--- src/cpa_pkg.sv ---
// shared constants for the contiguous page allocator
`timescale 1ns / 1ps

package cpa_pkg;

  localparam int OPCODE_W = 2;
  localparam int PID_W    = 16;
  localparam int REQ_W    = 11;
  localparam int PGNUM_W  = 10;
  localparam int BASE_W   = 10;
  localparam int FRAME_W  = 11;
  localparam int ADDR_W   = 23;
  localparam int TOTAL_W  = 11;
  localparam int PSIZE_W  = 13;
  localparam int CFG_IDX_W  = 1;
  localparam int CFG_DATA_W = 13;

  localparam logic [OPCODE_W-1:0] OP_ALLOC  = 2'd0;
  localparam logic [OPCODE_W-1:0] OP_FREE   = 2'd1;
  localparam logic [OPCODE_W-1:0] OP_LOCATE = 2'd2;
  localparam logic [OPCODE_W-1:0] OP_UNUSED = 2'd3;

  localparam logic [1:0] ST_OK         = 2'd0;
  localparam logic [1:0] ST_NO_SPACE   = 2'd1;
  localparam logic [1:0] ST_NOT_FOUND  = 2'd2;
  localparam logic [1:0] ST_TABLE_FULL = 2'd3;

  localparam logic KIND_FINAL = 1'b0;
  localparam logic KIND_MOVE  = 1'b1;

  localparam logic [CFG_IDX_W-1:0] CFG_TOTAL_PAGES = 1'd0;
  localparam logic [CFG_IDX_W-1:0] CFG_PAGE_SIZE   = 1'd1;

  localparam logic [TOTAL_W-1:0] TOTAL_PAGES_RST = 11'd1024;
  localparam logic [PSIZE_W-1:0] PAGE_SIZE_RST   = 13'd256;

endpackage

--- src/cpa_if.sv ---
// request and result channel interfaces
`timescale 1ns / 1ps

interface cpa_in_if;
  logic                             valid;
  logic                             ready;
  logic [cpa_pkg::OPCODE_W-1:0]     opcode;
  logic [cpa_pkg::PID_W-1:0]        pid;
  logic [cpa_pkg::REQ_W-1:0]        pages_requested;
  logic [cpa_pkg::PGNUM_W-1:0]      page_number;

  modport source (output valid, opcode, pid, pages_requested, page_number, input ready);
  modport sink (input valid, opcode, pid, pages_requested, page_number, output ready);
endinterface

interface cpa_out_if;
  logic                             valid;
  logic                             ready;
  logic                             kind;
  logic [1:0]                       status;
  logic [cpa_pkg::BASE_W-1:0]       base_frame;
  logic [cpa_pkg::FRAME_W-1:0]      frame;
  logic [cpa_pkg::ADDR_W-1:0]       byte_address;
  logic [cpa_pkg::BASE_W-1:0]       move_from;
  logic [cpa_pkg::BASE_W-1:0]       move_to;
  logic [cpa_pkg::REQ_W-1:0]        move_pages;
  logic                             last;

  modport source (output valid, kind, status, base_frame, frame, byte_address, move_from,
                  move_to, move_pages, last, input ready);
  modport sink (input valid, kind, status, base_frame, frame, byte_address, move_from,
                move_to, move_pages, last, output ready);
endinterface

--- src/contiguous_page_allocator_top.sv ---
// contiguous page allocator: sequencer over page bitmap and process table
// allocate: scans the bitmap up to min(total_pages, NUM_PAGES), then marks the pages of the run;
//   if no run fits, compaction instead moves each process in base order, then rewrites the bitmap
// free: table lookup, then releases the pages; locate: table lookup, then the address multiply
// one request at a time, ready only between requests
// after reset the bitmap is cleared before the first request is taken
`timescale 1ns / 1ps

module contiguous_page_allocator_top #(
  parameter int NUM_PAGES = 1024,
  parameter int MAX_PROCS = 16
) (
  input  logic                              clk,
  input  logic                              rst_n,
  cpa_in_if.sink                            in_ch,
  cpa_out_if.source                         out_ch,
  input  logic                              cfg_we,
  input  logic [cpa_pkg::CFG_IDX_W-1:0]     cfg_index,
  input  logic [cpa_pkg::CFG_DATA_W-1:0]    cfg_data
);

  localparam int PW  = $clog2(NUM_PAGES);
  localparam int IW  = (PW + 1 > cpa_pkg::REQ_W) ? PW + 1 : cpa_pkg::REQ_W;
  localparam int SW  = $clog2(MAX_PROCS);
  localparam int SCW = SW + 1;
  localparam int DW  = cpa_pkg::PID_W + 2 * IW;

  typedef enum logic [3:0] {
    S_CLEAR, S_IDLE, S_ASCAN, S_TSCAN, S_PICK, S_MOVE, S_SWEEP, S_MARK, S_LMUL, S_FINAL
  } state_t;

  state_t state_r, state_nxt;

  logic [cpa_pkg::TOTAL_W-1:0] total_pages_r, total_pages_nxt;
  logic [cpa_pkg::PSIZE_W-1:0] page_size_r, page_size_nxt;

  logic [cpa_pkg::OPCODE_W-1:0] op_r, op_nxt;
  logic [cpa_pkg::PID_W-1:0]    pid_r, pid_nxt;
  logic [IW-1:0]                n_r, n_nxt;
  logic [cpa_pkg::PGNUM_W-1:0]  pg_r, pg_nxt;

  logic [IW-1:0]  idx_r, idx_nxt;
  logic           pend_r, pend_nxt;
  logic [IW-1:0]  pidx_r, pidx_nxt;
  logic [IW-1:0]  run_r, run_nxt;
  logic [IW-1:0]  freecnt_r, freecnt_nxt;
  logic           found_r, found_nxt;
  logic [IW-1:0]  pos_r, pos_nxt;
  logic [SW-1:0]  slot_r, slot_nxt;
  logic           slot_ok_r, slot_ok_nxt;

  logic [SCW-1:0] sidx_r, sidx_nxt;
  logic           spend_r, spend_nxt;
  logic [SW-1:0]  psidx_r, psidx_nxt;

  logic                      best_found_r, best_found_nxt;
  logic [SW-1:0]             best_slot_r, best_slot_nxt;
  logic [IW-1:0]             best_base_r, best_base_nxt;
  logic [IW-1:0]             best_cnt_r, best_cnt_nxt;
  logic [cpa_pkg::PID_W-1:0] best_pid_r, best_pid_nxt;
  logic [MAX_PROCS-1:0]      done_r, done_nxt;
  logic [IW-1:0]             next_r, next_nxt;
  logic [IW-1:0]             fill_end_r, fill_end_nxt;
  logic                      fits_r, fits_nxt;
  logic [IW-1:0]             mark_end_r, mark_end_nxt;
  logic                      mark_val_r, mark_val_nxt;

  logic [MAX_PROCS-1:0] valid_r, valid_nxt;

  logic [1:0]                  fin_status_r, fin_status_nxt;
  logic [IW-1:0]               fin_base_r, fin_base_nxt;
  logic [cpa_pkg::FRAME_W-1:0] fin_frame_r, fin_frame_nxt;
  logic [cpa_pkg::ADDR_W-1:0]  fin_addr_r, fin_addr_nxt;

  logic                        out_valid_r, out_valid_nxt;
  logic                        out_kind_r, out_kind_nxt;
  logic [1:0]                  out_status_r, out_status_nxt;
  logic [cpa_pkg::BASE_W-1:0]  out_base_r, out_base_nxt;
  logic [cpa_pkg::FRAME_W-1:0] out_frame_r, out_frame_nxt;
  logic [cpa_pkg::ADDR_W-1:0]  out_addr_r, out_addr_nxt;
  logic [cpa_pkg::BASE_W-1:0]  out_from_r, out_from_nxt;
  logic [cpa_pkg::BASE_W-1:0]  out_to_r, out_to_nxt;
  logic [cpa_pkg::REQ_W-1:0]   out_pages_r, out_pages_nxt;
  logic                        out_last_r, out_last_nxt;

  logic          bm_we, bm_wdata, bm_rdata;
  logic [PW-1:0] bm_waddr, bm_raddr;
  logic          tb_we;
  logic [SW-1:0] tb_waddr, tb_raddr;
  logic [DW-1:0] tb_wdata, tb_rdata;

  logic [cpa_pkg::PID_W-1:0] tb_pid;
  logic [IW-1:0]             tb_base, tb_cnt;
  logic [IW-1:0]             lim;
  logic [IW:0]               fit_sum;
  logic                      out_free;
  logic [SW-1:0]             free_slot;
  logic                      free_ok;

  cpa_ram #(.DEPTH(NUM_PAGES), .AW(PW), .DW(1)) u_bitmap (
    .clk(clk), .we(bm_we), .waddr(bm_waddr), .wdata(bm_wdata),
    .raddr(bm_raddr), .rdata(bm_rdata)
  );

  cpa_ram #(.DEPTH(MAX_PROCS), .AW(SW), .DW(DW)) u_table (
    .clk(clk), .we(tb_we), .waddr(tb_waddr), .wdata(tb_wdata),
    .raddr(tb_raddr), .rdata(tb_rdata)
  );

  assign tb_pid  = tb_rdata[DW-1 -: cpa_pkg::PID_W];
  assign tb_base = tb_rdata[2*IW-1 -: IW];
  assign tb_cnt  = tb_rdata[IW-1:0];

  assign lim = (IW'(total_pages_r) < IW'(NUM_PAGES)) ? IW'(total_pages_r) : IW'(NUM_PAGES);
  assign fit_sum  = {1'b0, next_r} + {1'b0, n_r};
  assign out_free = !out_valid_r || out_ch.ready;

  // lowest free table slot
  always_comb begin
    free_slot = '0;
    for (int s = MAX_PROCS - 1; s >= 0; s--) begin
      if (!valid_r[s]) begin
        free_slot = SW'(s);
      end
    end
    free_ok = ~&valid_r;
  end

  always_comb begin
    state_nxt       = state_r;
    total_pages_nxt = total_pages_r;
    page_size_nxt   = page_size_r;
    op_nxt          = op_r;
    pid_nxt         = pid_r;
    n_nxt           = n_r;
    pg_nxt          = pg_r;
    idx_nxt         = idx_r;
    pend_nxt        = pend_r;
    pidx_nxt        = pidx_r;
    run_nxt         = run_r;
    freecnt_nxt     = freecnt_r;
    found_nxt       = found_r;
    pos_nxt         = pos_r;
    slot_nxt        = slot_r;
    slot_ok_nxt     = slot_ok_r;
    sidx_nxt        = sidx_r;
    spend_nxt       = spend_r;
    psidx_nxt       = psidx_r;
    best_found_nxt  = best_found_r;
    best_slot_nxt   = best_slot_r;
    best_base_nxt   = best_base_r;
    best_cnt_nxt    = best_cnt_r;
    best_pid_nxt    = best_pid_r;
    done_nxt        = done_r;
    next_nxt        = next_r;
    fill_end_nxt    = fill_end_r;
    fits_nxt        = fits_r;
    mark_end_nxt    = mark_end_r;
    mark_val_nxt    = mark_val_r;
    valid_nxt       = valid_r;
    fin_status_nxt  = fin_status_r;
    fin_base_nxt    = fin_base_r;
    fin_frame_nxt   = fin_frame_r;
    fin_addr_nxt    = fin_addr_r;
    out_valid_nxt   = out_valid_r && !out_ch.ready;
    out_kind_nxt    = out_kind_r;
    out_status_nxt  = out_status_r;
    out_base_nxt    = out_base_r;
    out_frame_nxt   = out_frame_r;
    out_addr_nxt    = out_addr_r;
    out_from_nxt    = out_from_r;
    out_to_nxt      = out_to_r;
    out_pages_nxt   = out_pages_r;
    out_last_nxt    = out_last_r;

    bm_we    = 1'b0;
    bm_waddr = idx_r[PW-1:0];
    bm_wdata = 1'b0;
    bm_raddr = idx_r[PW-1:0];
    tb_we    = 1'b0;
    tb_waddr = slot_r;
    tb_wdata = {pid_r, pos_r, n_r};
    tb_raddr = sidx_r[SW-1:0];

    if (cfg_we) begin
      if (cfg_index == cpa_pkg::CFG_TOTAL_PAGES) begin
        total_pages_nxt = cfg_data[cpa_pkg::TOTAL_W-1:0];
      end else begin
        page_size_nxt = cfg_data;
      end
    end

    case (state_r)
      S_CLEAR: begin
        bm_we    = 1'b1;
        bm_wdata = 1'b0;
        idx_nxt  = idx_r + 1'b1;
        if (idx_r == IW'(NUM_PAGES - 1)) begin
          state_nxt = S_IDLE;
        end
      end

      S_IDLE: begin
        if (in_ch.valid) begin
          op_nxt         = in_ch.opcode;
          pid_nxt        = in_ch.pid;
          n_nxt          = IW'(in_ch.pages_requested);
          pg_nxt         = in_ch.page_number;
          idx_nxt        = '0;
          pend_nxt       = 1'b0;
          run_nxt        = '0;
          freecnt_nxt    = '0;
          found_nxt      = 1'b0;
          sidx_nxt       = '0;
          spend_nxt      = 1'b0;
          slot_nxt       = free_slot;
          slot_ok_nxt    = free_ok;
          fin_status_nxt = cpa_pkg::ST_OK;
          fin_base_nxt   = '0;
          fin_frame_nxt  = '0;
          fin_addr_nxt   = '0;
          case (in_ch.opcode)
            cpa_pkg::OP_ALLOC: begin
              if (in_ch.pages_requested == '0) begin
                fin_status_nxt = cpa_pkg::ST_NO_SPACE;
                state_nxt      = S_FINAL;
              end else begin
                state_nxt = S_ASCAN;
              end
            end
            cpa_pkg::OP_FREE, cpa_pkg::OP_LOCATE: begin
              state_nxt = S_TSCAN;
            end
            default: begin
              state_nxt = S_IDLE;
            end
          endcase
        end
      end

      // one pass gives the free count and the first fitting run
      S_ASCAN: begin
        if (idx_r < lim) begin
          idx_nxt  = idx_r + 1'b1;
          pend_nxt = 1'b1;
          pidx_nxt = idx_r;
        end else begin
          pend_nxt = 1'b0;
        end
        if (pend_r) begin
          if (bm_rdata) begin
            run_nxt = '0;
          end else begin
            run_nxt     = run_r + 1'b1;
            freecnt_nxt = freecnt_r + 1'b1;
            if (!found_r && (run_r + 1'b1 == n_r)) begin
              found_nxt = 1'b1;
              pos_nxt   = pidx_r + 1'b1 - n_r;
            end
          end
        end
        if (idx_r >= lim && !pend_r) begin
          if (freecnt_r < n_r) begin
            fin_status_nxt = cpa_pkg::ST_NO_SPACE;
            state_nxt      = S_FINAL;
          end else if (!slot_ok_r) begin
            fin_status_nxt = cpa_pkg::ST_TABLE_FULL;
            state_nxt      = S_FINAL;
          end else if (found_r) begin
            tb_we              = 1'b1;
            valid_nxt[slot_r]  = 1'b1;
            idx_nxt            = pos_r;
            mark_end_nxt       = pos_r + n_r;
            mark_val_nxt       = 1'b1;
            fin_base_nxt       = pos_r;
            state_nxt          = S_MARK;
          end else begin
            sidx_nxt       = '0;
            spend_nxt      = 1'b0;
            best_found_nxt = 1'b0;
            done_nxt       = '0;
            next_nxt       = '0;
            state_nxt      = S_PICK;
          end
        end
      end

      // lookup of the lowest valid slot holding the pid
      S_TSCAN: begin
        if (sidx_r < SCW'(MAX_PROCS)) begin
          sidx_nxt  = sidx_r + 1'b1;
          spend_nxt = 1'b1;
          psidx_nxt = sidx_r[SW-1:0];
        end else begin
          spend_nxt = 1'b0;
        end
        if (spend_r && valid_r[psidx_r] && tb_pid == pid_r) begin
          if (op_r == cpa_pkg::OP_FREE) begin
            valid_nxt[psidx_r] = 1'b0;
            idx_nxt            = tb_base;
            mark_end_nxt       = tb_base + tb_cnt;
            mark_val_nxt       = 1'b0;
            state_nxt          = S_MARK;
          end else begin
            fin_frame_nxt = cpa_pkg::FRAME_W'(tb_base + IW'(pg_r));
            state_nxt     = S_LMUL;
          end
        end else if (sidx_r == SCW'(MAX_PROCS) && !spend_r) begin
          fin_status_nxt = cpa_pkg::ST_NOT_FOUND;
          state_nxt      = S_FINAL;
        end
      end

      // lowest base among processes not yet packed
      S_PICK: begin
        if (sidx_r < SCW'(MAX_PROCS)) begin
          sidx_nxt  = sidx_r + 1'b1;
          spend_nxt = 1'b1;
          psidx_nxt = sidx_r[SW-1:0];
        end else begin
          spend_nxt = 1'b0;
        end
        if (spend_r && valid_r[psidx_r] && !done_r[psidx_r] &&
            (!best_found_r || tb_base < best_base_r)) begin
          best_found_nxt = 1'b1;
          best_slot_nxt  = psidx_r;
          best_base_nxt  = tb_base;
          best_cnt_nxt   = tb_cnt;
          best_pid_nxt   = tb_pid;
        end
        if (sidx_r == SCW'(MAX_PROCS) && !spend_r) begin
          if (best_found_r) begin
            state_nxt = S_MOVE;
          end else begin
            fits_nxt     = fit_sum <= {1'b0, lim};
            fill_end_nxt = (fit_sum <= {1'b0, lim}) ? fit_sum[IW-1:0] : next_r;
            idx_nxt      = '0;
            state_nxt    = S_SWEEP;
          end
        end
      end

      S_MOVE: begin
        if (out_free) begin
          out_valid_nxt  = 1'b1;
          out_kind_nxt   = cpa_pkg::KIND_MOVE;
          out_status_nxt = cpa_pkg::ST_OK;
          out_base_nxt   = '0;
          out_frame_nxt  = '0;
          out_addr_nxt   = '0;
          out_from_nxt   = cpa_pkg::BASE_W'(best_base_r);
          out_to_nxt     = cpa_pkg::BASE_W'(next_r);
          out_pages_nxt  = cpa_pkg::REQ_W'(best_cnt_r);
          out_last_nxt   = 1'b0;
          tb_we          = 1'b1;
          tb_waddr       = best_slot_r;
          tb_wdata       = {best_pid_r, next_r, best_cnt_r};
          done_nxt[best_slot_r] = 1'b1;
          next_nxt       = next_r + best_cnt_r;
          sidx_nxt       = '0;
          spend_nxt      = 1'b0;
          best_found_nxt = 1'b0;
          state_nxt      = S_PICK;
        end
      end

      // packed bitmap rewrite, new run included when it fits
      S_SWEEP: begin
        bm_we    = 1'b1;
        bm_wdata = idx_r < fill_end_r;
        idx_nxt  = idx_r + 1'b1;
        if (idx_r == IW'(NUM_PAGES - 1)) begin
          if (fits_r) begin
            tb_we             = 1'b1;
            tb_wdata          = {pid_r, next_r, n_r};
            valid_nxt[slot_r] = 1'b1;
            fin_base_nxt      = next_r;
          end else begin
            fin_status_nxt = cpa_pkg::ST_NO_SPACE;
          end
          state_nxt = S_FINAL;
        end
      end

      S_MARK: begin
        if (idx_r == mark_end_r) begin
          state_nxt = S_FINAL;
        end else begin
          bm_we    = idx_r < IW'(NUM_PAGES);
          bm_wdata = mark_val_r;
          idx_nxt  = idx_r + 1'b1;
        end
      end

      S_LMUL: begin
        fin_addr_nxt = cpa_pkg::ADDR_W'(fin_frame_r) * cpa_pkg::ADDR_W'(page_size_r);
        state_nxt    = S_FINAL;
      end

      S_FINAL: begin
        if (out_free) begin
          out_valid_nxt  = 1'b1;
          out_kind_nxt   = cpa_pkg::KIND_FINAL;
          out_status_nxt = fin_status_r;
          out_base_nxt   = cpa_pkg::BASE_W'(fin_base_r);
          out_frame_nxt  = fin_frame_r;
          out_addr_nxt   = fin_addr_r;
          out_from_nxt   = '0;
          out_to_nxt     = '0;
          out_pages_nxt  = '0;
          out_last_nxt   = 1'b1;
          state_nxt      = S_IDLE;
        end
      end

      default: begin
        state_nxt = S_IDLE;
      end
    endcase
  end

  always_ff @(posedge clk) begin
    if (!rst_n) begin
      state_r       <= S_CLEAR;
      idx_r         <= '0;
      total_pages_r <= cpa_pkg::TOTAL_PAGES_RST;
      page_size_r   <= cpa_pkg::PAGE_SIZE_RST;
      valid_r       <= '0;
      out_valid_r   <= 1'b0;
      pend_r        <= 1'b0;
      spend_r       <= 1'b0;
      found_r       <= 1'b0;
      best_found_r  <= 1'b0;
      done_r        <= '0;
    end else begin
      state_r       <= state_nxt;
      idx_r         <= idx_nxt;
      total_pages_r <= total_pages_nxt;
      page_size_r   <= page_size_nxt;
      valid_r       <= valid_nxt;
      out_valid_r   <= out_valid_nxt;
      pend_r        <= pend_nxt;
      spend_r       <= spend_nxt;
      found_r       <= found_nxt;
      best_found_r  <= best_found_nxt;
      done_r        <= done_nxt;
    end
    op_r         <= op_nxt;
    pid_r        <= pid_nxt;
    n_r          <= n_nxt;
    pg_r         <= pg_nxt;
    pidx_r       <= pidx_nxt;
    run_r        <= run_nxt;
    freecnt_r    <= freecnt_nxt;
    pos_r        <= pos_nxt;
    slot_r       <= slot_nxt;
    slot_ok_r    <= slot_ok_nxt;
    sidx_r       <= sidx_nxt;
    psidx_r      <= psidx_nxt;
    best_slot_r  <= best_slot_nxt;
    best_base_r  <= best_base_nxt;
    best_cnt_r   <= best_cnt_nxt;
    best_pid_r   <= best_pid_nxt;
    next_r       <= next_nxt;
    fill_end_r   <= fill_end_nxt;
    fits_r       <= fits_nxt;
    mark_end_r   <= mark_end_nxt;
    mark_val_r   <= mark_val_nxt;
    fin_status_r <= fin_status_nxt;
    fin_base_r   <= fin_base_nxt;
    fin_frame_r  <= fin_frame_nxt;
    fin_addr_r   <= fin_addr_nxt;
    out_kind_r   <= out_kind_nxt;
    out_status_r <= out_status_nxt;
    out_base_r   <= out_base_nxt;
    out_frame_r  <= out_frame_nxt;
    out_addr_r   <= out_addr_nxt;
    out_from_r   <= out_from_nxt;
    out_to_r     <= out_to_nxt;
    out_pages_r  <= out_pages_nxt;
    out_last_r   <= out_last_nxt;
  end

  assign in_ch.ready         = state_r == S_IDLE;
  assign out_ch.valid        = out_valid_r;
  assign out_ch.kind         = out_kind_r;
  assign out_ch.status       = out_status_r;
  assign out_ch.base_frame   = out_base_r;
  assign out_ch.frame        = out_frame_r;
  assign out_ch.byte_address = out_addr_r;
  assign out_ch.move_from    = out_from_r;
  assign out_ch.move_to      = out_to_r;
  assign out_ch.move_pages   = out_pages_r;
  assign out_ch.last         = out_last_r;

endmodule

--- src/cpa_ram.sv ---
// single write port, single registered read port memory
`timescale 1ns / 1ps

module cpa_ram #(
  parameter int DEPTH = 16,
  parameter int AW    = 4,
  parameter int DW    = 8
) (
  input  logic          clk,
  input  logic          we,
  input  logic [AW-1:0] waddr,
  input  logic [DW-1:0] wdata,
  input  logic [AW-1:0] raddr,
  output logic [DW-1:0] rdata
);

  logic [DW-1:0] mem [DEPTH];
  logic [DW-1:0] rdata_r;

  always_ff @(posedge clk) begin
    if (we) begin
      mem[waddr] <= wdata;
    end
    rdata_r <= mem[raddr];
  end

  assign rdata = rdata_r;

endmodule

--- src/flat_wrapper.sv ---
// flat-port wrapper written by rule: the top's interface ports become plain ports
module contiguous_page_allocator_top_flat 
#(
  parameter int NUM_PAGES = 1024,
  parameter int MAX_PROCS = 16
)
  (clk, rst_n, cfg_we, cfg_index, cfg_data, in_ch_valid, in_ch_opcode, in_ch_pid, in_ch_pages_requested, in_ch_page_number, in_ch_ready, out_ch_valid, out_ch_kind, out_ch_status, out_ch_base_frame, out_ch_frame, out_ch_byte_address, out_ch_move_from, out_ch_move_to, out_ch_move_pages, out_ch_last, out_ch_ready);
  cpa_in_if in_ch_i ();
  cpa_out_if out_ch_i ();
  input  logic clk;
  input  logic rst_n;
  input  logic cfg_we;
  input  logic [cpa_pkg::CFG_IDX_W-1:0] cfg_index;
  input  logic [cpa_pkg::CFG_DATA_W-1:0] cfg_data;
  input wire logic [$bits(in_ch_i.valid)-1:0] in_ch_valid;
  input wire logic [$bits(in_ch_i.opcode)-1:0] in_ch_opcode;
  input wire logic [$bits(in_ch_i.pid)-1:0] in_ch_pid;
  input wire logic [$bits(in_ch_i.pages_requested)-1:0] in_ch_pages_requested;
  input wire logic [$bits(in_ch_i.page_number)-1:0] in_ch_page_number;
  output wire logic [$bits(in_ch_i.ready)-1:0] in_ch_ready;
  output wire logic [$bits(out_ch_i.valid)-1:0] out_ch_valid;
  output wire logic [$bits(out_ch_i.kind)-1:0] out_ch_kind;
  output wire logic [$bits(out_ch_i.status)-1:0] out_ch_status;
  output wire logic [$bits(out_ch_i.base_frame)-1:0] out_ch_base_frame;
  output wire logic [$bits(out_ch_i.frame)-1:0] out_ch_frame;
  output wire logic [$bits(out_ch_i.byte_address)-1:0] out_ch_byte_address;
  output wire logic [$bits(out_ch_i.move_from)-1:0] out_ch_move_from;
  output wire logic [$bits(out_ch_i.move_to)-1:0] out_ch_move_to;
  output wire logic [$bits(out_ch_i.move_pages)-1:0] out_ch_move_pages;
  output wire logic [$bits(out_ch_i.last)-1:0] out_ch_last;
  input wire logic [$bits(out_ch_i.ready)-1:0] out_ch_ready;
  assign in_ch_i.valid = in_ch_valid;
  assign in_ch_i.opcode = in_ch_opcode;
  assign in_ch_i.pid = in_ch_pid;
  assign in_ch_i.pages_requested = in_ch_pages_requested;
  assign in_ch_i.page_number = in_ch_page_number;
  assign in_ch_ready = in_ch_i.ready;
  assign out_ch_valid = out_ch_i.valid;
  assign out_ch_kind = out_ch_i.kind;
  assign out_ch_status = out_ch_i.status;
  assign out_ch_base_frame = out_ch_i.base_frame;
  assign out_ch_frame = out_ch_i.frame;
  assign out_ch_byte_address = out_ch_i.byte_address;
  assign out_ch_move_from = out_ch_i.move_from;
  assign out_ch_move_to = out_ch_i.move_to;
  assign out_ch_move_pages = out_ch_i.move_pages;
  assign out_ch_last = out_ch_i.last;
  assign out_ch_i.ready = out_ch_ready;
  contiguous_page_allocator_top #(.NUM_PAGES(NUM_PAGES), .MAX_PROCS(MAX_PROCS)) u_core (.clk(clk), .rst_n(rst_n), .in_ch(in_ch_i), .out_ch(out_ch_i), .cfg_we(cfg_we), .cfg_index(cfg_index), .cfg_data(cfg_data));
endmodule
--- config.mk ---
export PLATFORM = sky130hd
export DESIGN_NAME = contiguous_page_allocator_top_flat
export DESIGN_NICKNAME = d
export VERILOG_FILES = /design/src/cpa_pkg.sv /design/src/cpa_if.sv /design/src/contiguous_page_allocator_top.sv /design/src/cpa_ram.sv /design/src/flat_wrapper.sv
export SDC_FILE = /design/constraint.sdc
export NUM_CORES = 2
export LEC_CHECK = 0
export ABC_AREA = 1
export BUFFER_PORTS_ARGS = -buffer_cell sky130_fd_sc_hd__buf_2
export CAP_MARGIN = 5
export CORE_MARGIN = 3
export CORE_UTILIZATION = 57
export DETAILED_ROUTE_END_ITERATION = 8
export PLACE_DENSITY_LB_ADDON = 0.05
export RECOVER_POWER = 25
export REMOVE_ABC_BUFFERS = 1
export SYNTH_ARGS = -nofsm -noshare
export SYNTH_HDL_FRONTEND = slang
export SYNTH_HIERARCHICAL = 1
export SYNTH_SLANG_ARGS = --single-unit
--- constraint.sdc ---
create_clock -name clk -period 44.3 [get_ports clk]
set_clock_uncertainty 0.1 [all_clocks]
set_input_delay 6.645 -clock clk [delete_from_list [all_inputs] [get_ports clk]]
set_output_delay 6.645 -clock clk [all_outputs]
set_load 0.02 [all_outputs]
==> metrics.csv <==
metric;value;unit
status;complete, but fails checks;
violations;max-capacitance violations, max-slew violations;
synth-seq-cells;2046;
avgViaCountPerCell;5.80;
avgRoutedWirePerCell;22.7;um
areaGrowthSynthToFinish;8.63;%
slew-limit-headroom;-374;%
timing.fmax;92.1;MHz
place_ws;34.17;ns
startpoint_type;flip-flop;
cts-resized-gates;0;
synthTopCellsByArea;edfxtp_1 (59%), nand2_1 (9.8%), nand3_1 (8.1%);
grtUsageTotal;31.6;%
initial_core_util;57.4;%
hold_viol_final;0;
worst_pin_slew;7.11;ns
cp.arrival;11.54;ns
post_cts_buffers;0;
via_count;72900;
grt_pass1_wl;426;mm
syn_inst;10200;
htreeDepth;4;
cp_cell_sequence;clkbuf_1 -> clkinvlp_2 -> clkbuf_1 -> nand2_1 -> nand3_1 -> nand3_1 -> nand3_1 -> nand2_1;
peakVddDrop;37.7;uV
seqCellArea;60300;um2
final_area;107000;um2
ant_nets;0;
first_iter_violations;8681;
rsz0062_at_grt;no;
crit_top_cell;nand3_1;
synth_warnings;6;
syn_avg_cell_area;9.65;um2
path_max_fanout;121;
finalPower;4040;uW
io_pins;139;
grt_pass1_vias;69200;
synth_top_cell_by_area;edfxtp_1;
ys_types;57;
worst_ep_required_time;44.98;ns
die_area;178000;um2
gp_congestion;0.935;
final.fill_count;14300;
grt_overflow_total;0;
clkSinkCount;2046;
end_kind;flip-flop;
finalSetupTns;0;ns
die_y;422;um
dpl_cell_area;100000;um2
clockBufferDepth;3;
synth_top_area_share;58.8;%
period_share;24.5;%
seq_area_frac_synth;61.1;%
cts_tree;done;
cts_buffers;208;
std_cell_rows;152;
clkTransAtPathRegs;0.06;ns
cts_root_buf;clkbuf_16;
fin_crit;10.86;ns
path_class;flip-flop to flip-flop;
grt_antenna_before_repair;7;
p_per_area;37.7;nW/um2
drt_first_pass_iters;6;
clock_latency;0.86;ns
critPathSlowestCell;clkinvlp_2;
slew_violations;1782;
worstHoldPathType;flip-flop to flip-flop;
netlist_area;98600;um2
routed_wl;285;mm
die_x;422;um
p_leak;0.0409;uW
route.detailed.drc;0;
drive_above_1_share;5.85;%
cts_hold_buf;0;
cpPeakStageDelay;4.76;ns
core-area;172000;um2
crit_family;buffers and inverters;
grt_max_degree;272;
crit_buf_inv;3;
setup_viol;0;
fin_hold_ws;0.359;ns
io_buffers;138;
multi_input_area;31300;um2
nets;10400;
drv_cap;41;
setup_slack;33.44;ns
dpl.hpwl;160;mm
## cells in the mapped netlist (all sizes together)
library cell,n
a31oi,6
edfxtp,1931
a211oi,1
and2,6
a21boi,1
xnor2,25
a21oi,203
o211ai,3
o31ai,3
o21a,5
clkinv,2
o2111ai,5
nand4,46
a21o,4
nand2b,2
fa,103
xor2,42
inv,1078
buf,341
xnor3,1
o311ai,1
nor3,50
or2,6
o22ai,17
nor4b,1
nor4,4
nand3b,6
o221ai,1
a22oi,4
o21ai,227
dfxtp,115
o21bai,3
mux2i,1
nor2,1346
nand3,1593
a22o,1
clkbuf,282
o31a,1
nor3b,3
ha,188
nand2,2564
## per-stage QoR
step / util, % / cells
after floorplan: - / 9599
after global placement: 58.5 / 12200
after detailed placement: 58.5 / 12200
after CTS: 62.5 / 12600
after global routing: 62.4 / 12600
final: 62.4 / 12600
## kinds of logic after synthesis
kind of cell               share of synthesized area, %
AOI/OAI and AO/OA                                  2.61
buffers and inverters                              7.38
and+or+nand+nor                                    23.8
muxes                                            0.0101
DFF                                                61.1
adders and majority gates                          4.48
xor gates and xnor gates                          0.618
## worst paths after layout
path / startpoint / endpoint / slack, ns / depth (start not counted)
max reg2reg: u_core/sidx_r[0] / u_core/u_table/rdata[31] / 33.44 / 8
min reg2reg: u_core/u_table/rdata[30] / u_core/best_pid_r[8] / 0.36 / 0
max: u_core/sidx_r[0] / u_core/u_table/rdata[31] / 33.44 / 8
min: u_core/u_table/rdata[30] / u_core/best_pid_r[8] / 0.36 / 0
## layer usage
layer  global-route usage [%]  wire length (um)  vias to the layer above
met4                     11.2             10800                        6
met2                     49.9            130000                     3412
met1                     44.0            115000                    35400
met5                        0                46                        -
met3                     6.10             29200                      637
li1                         -                 -                    33500
## cells in the final DEF, fill, tap and decap left out, types with 7 or more instances in the layout
cell type / count
nand2_2: 18
nor3_1: 48
nand4_1: 46
o22ai_1: 17
bufinv_16: 25
xnor2_1: 25
clkbuf_8: 9
clkinv_2: 34
nor2_1: 1324
clkbuf_16: 210
buf_2: 138
o21ai_0: 209
fa_1: 103
dfxtp_1: 112
a21oi_1: 201
ha_1: 188
xor2_1: 42
clkinv_1: 42
buf_4: 90
clkbuf_1: 102
nand2_1: 2546
inv_1: 1064
nor2_4: 19
inv_6: 7
edfxtp_1: 1931
nand3_1: 1588
o21ai_1: 16
## flip-flops by register name (all words and copies together), names as in the netlist, 13 cells and up
signal / flops
u_core/u_table/rdata: 38
u_core/best_pid_r: 16
u_core/fin_addr_r: 23
u_core/u_table/mem: 608
u_core/pid_r: 16
u_core/out_ch.byte_address: 23
u_core/page_size_r: 13
u_core/done_r: 16
u_core/u_bitmap/mem: 1024
u_core/valid_r: 16
## where the power goes
group	switching [uW]	internal, uW
clock network	755	1040
registers	7.17	2090
logic	114	41.7
total	876	3160
## cell type report
class / count / share of cell area (%)
timing repair buffer: 282 / 1.56
clock buffer: 273 / 5.21
antenna: 2 / 0.00467
inverter: 1080 / 3.82
multi-input combinational: 6473 / 29.2
sequential: 2046 / 56.3
tap: 2310 / 2.70
clock inverter: 115 / 1.25
(Power assumes the default switching activity.)
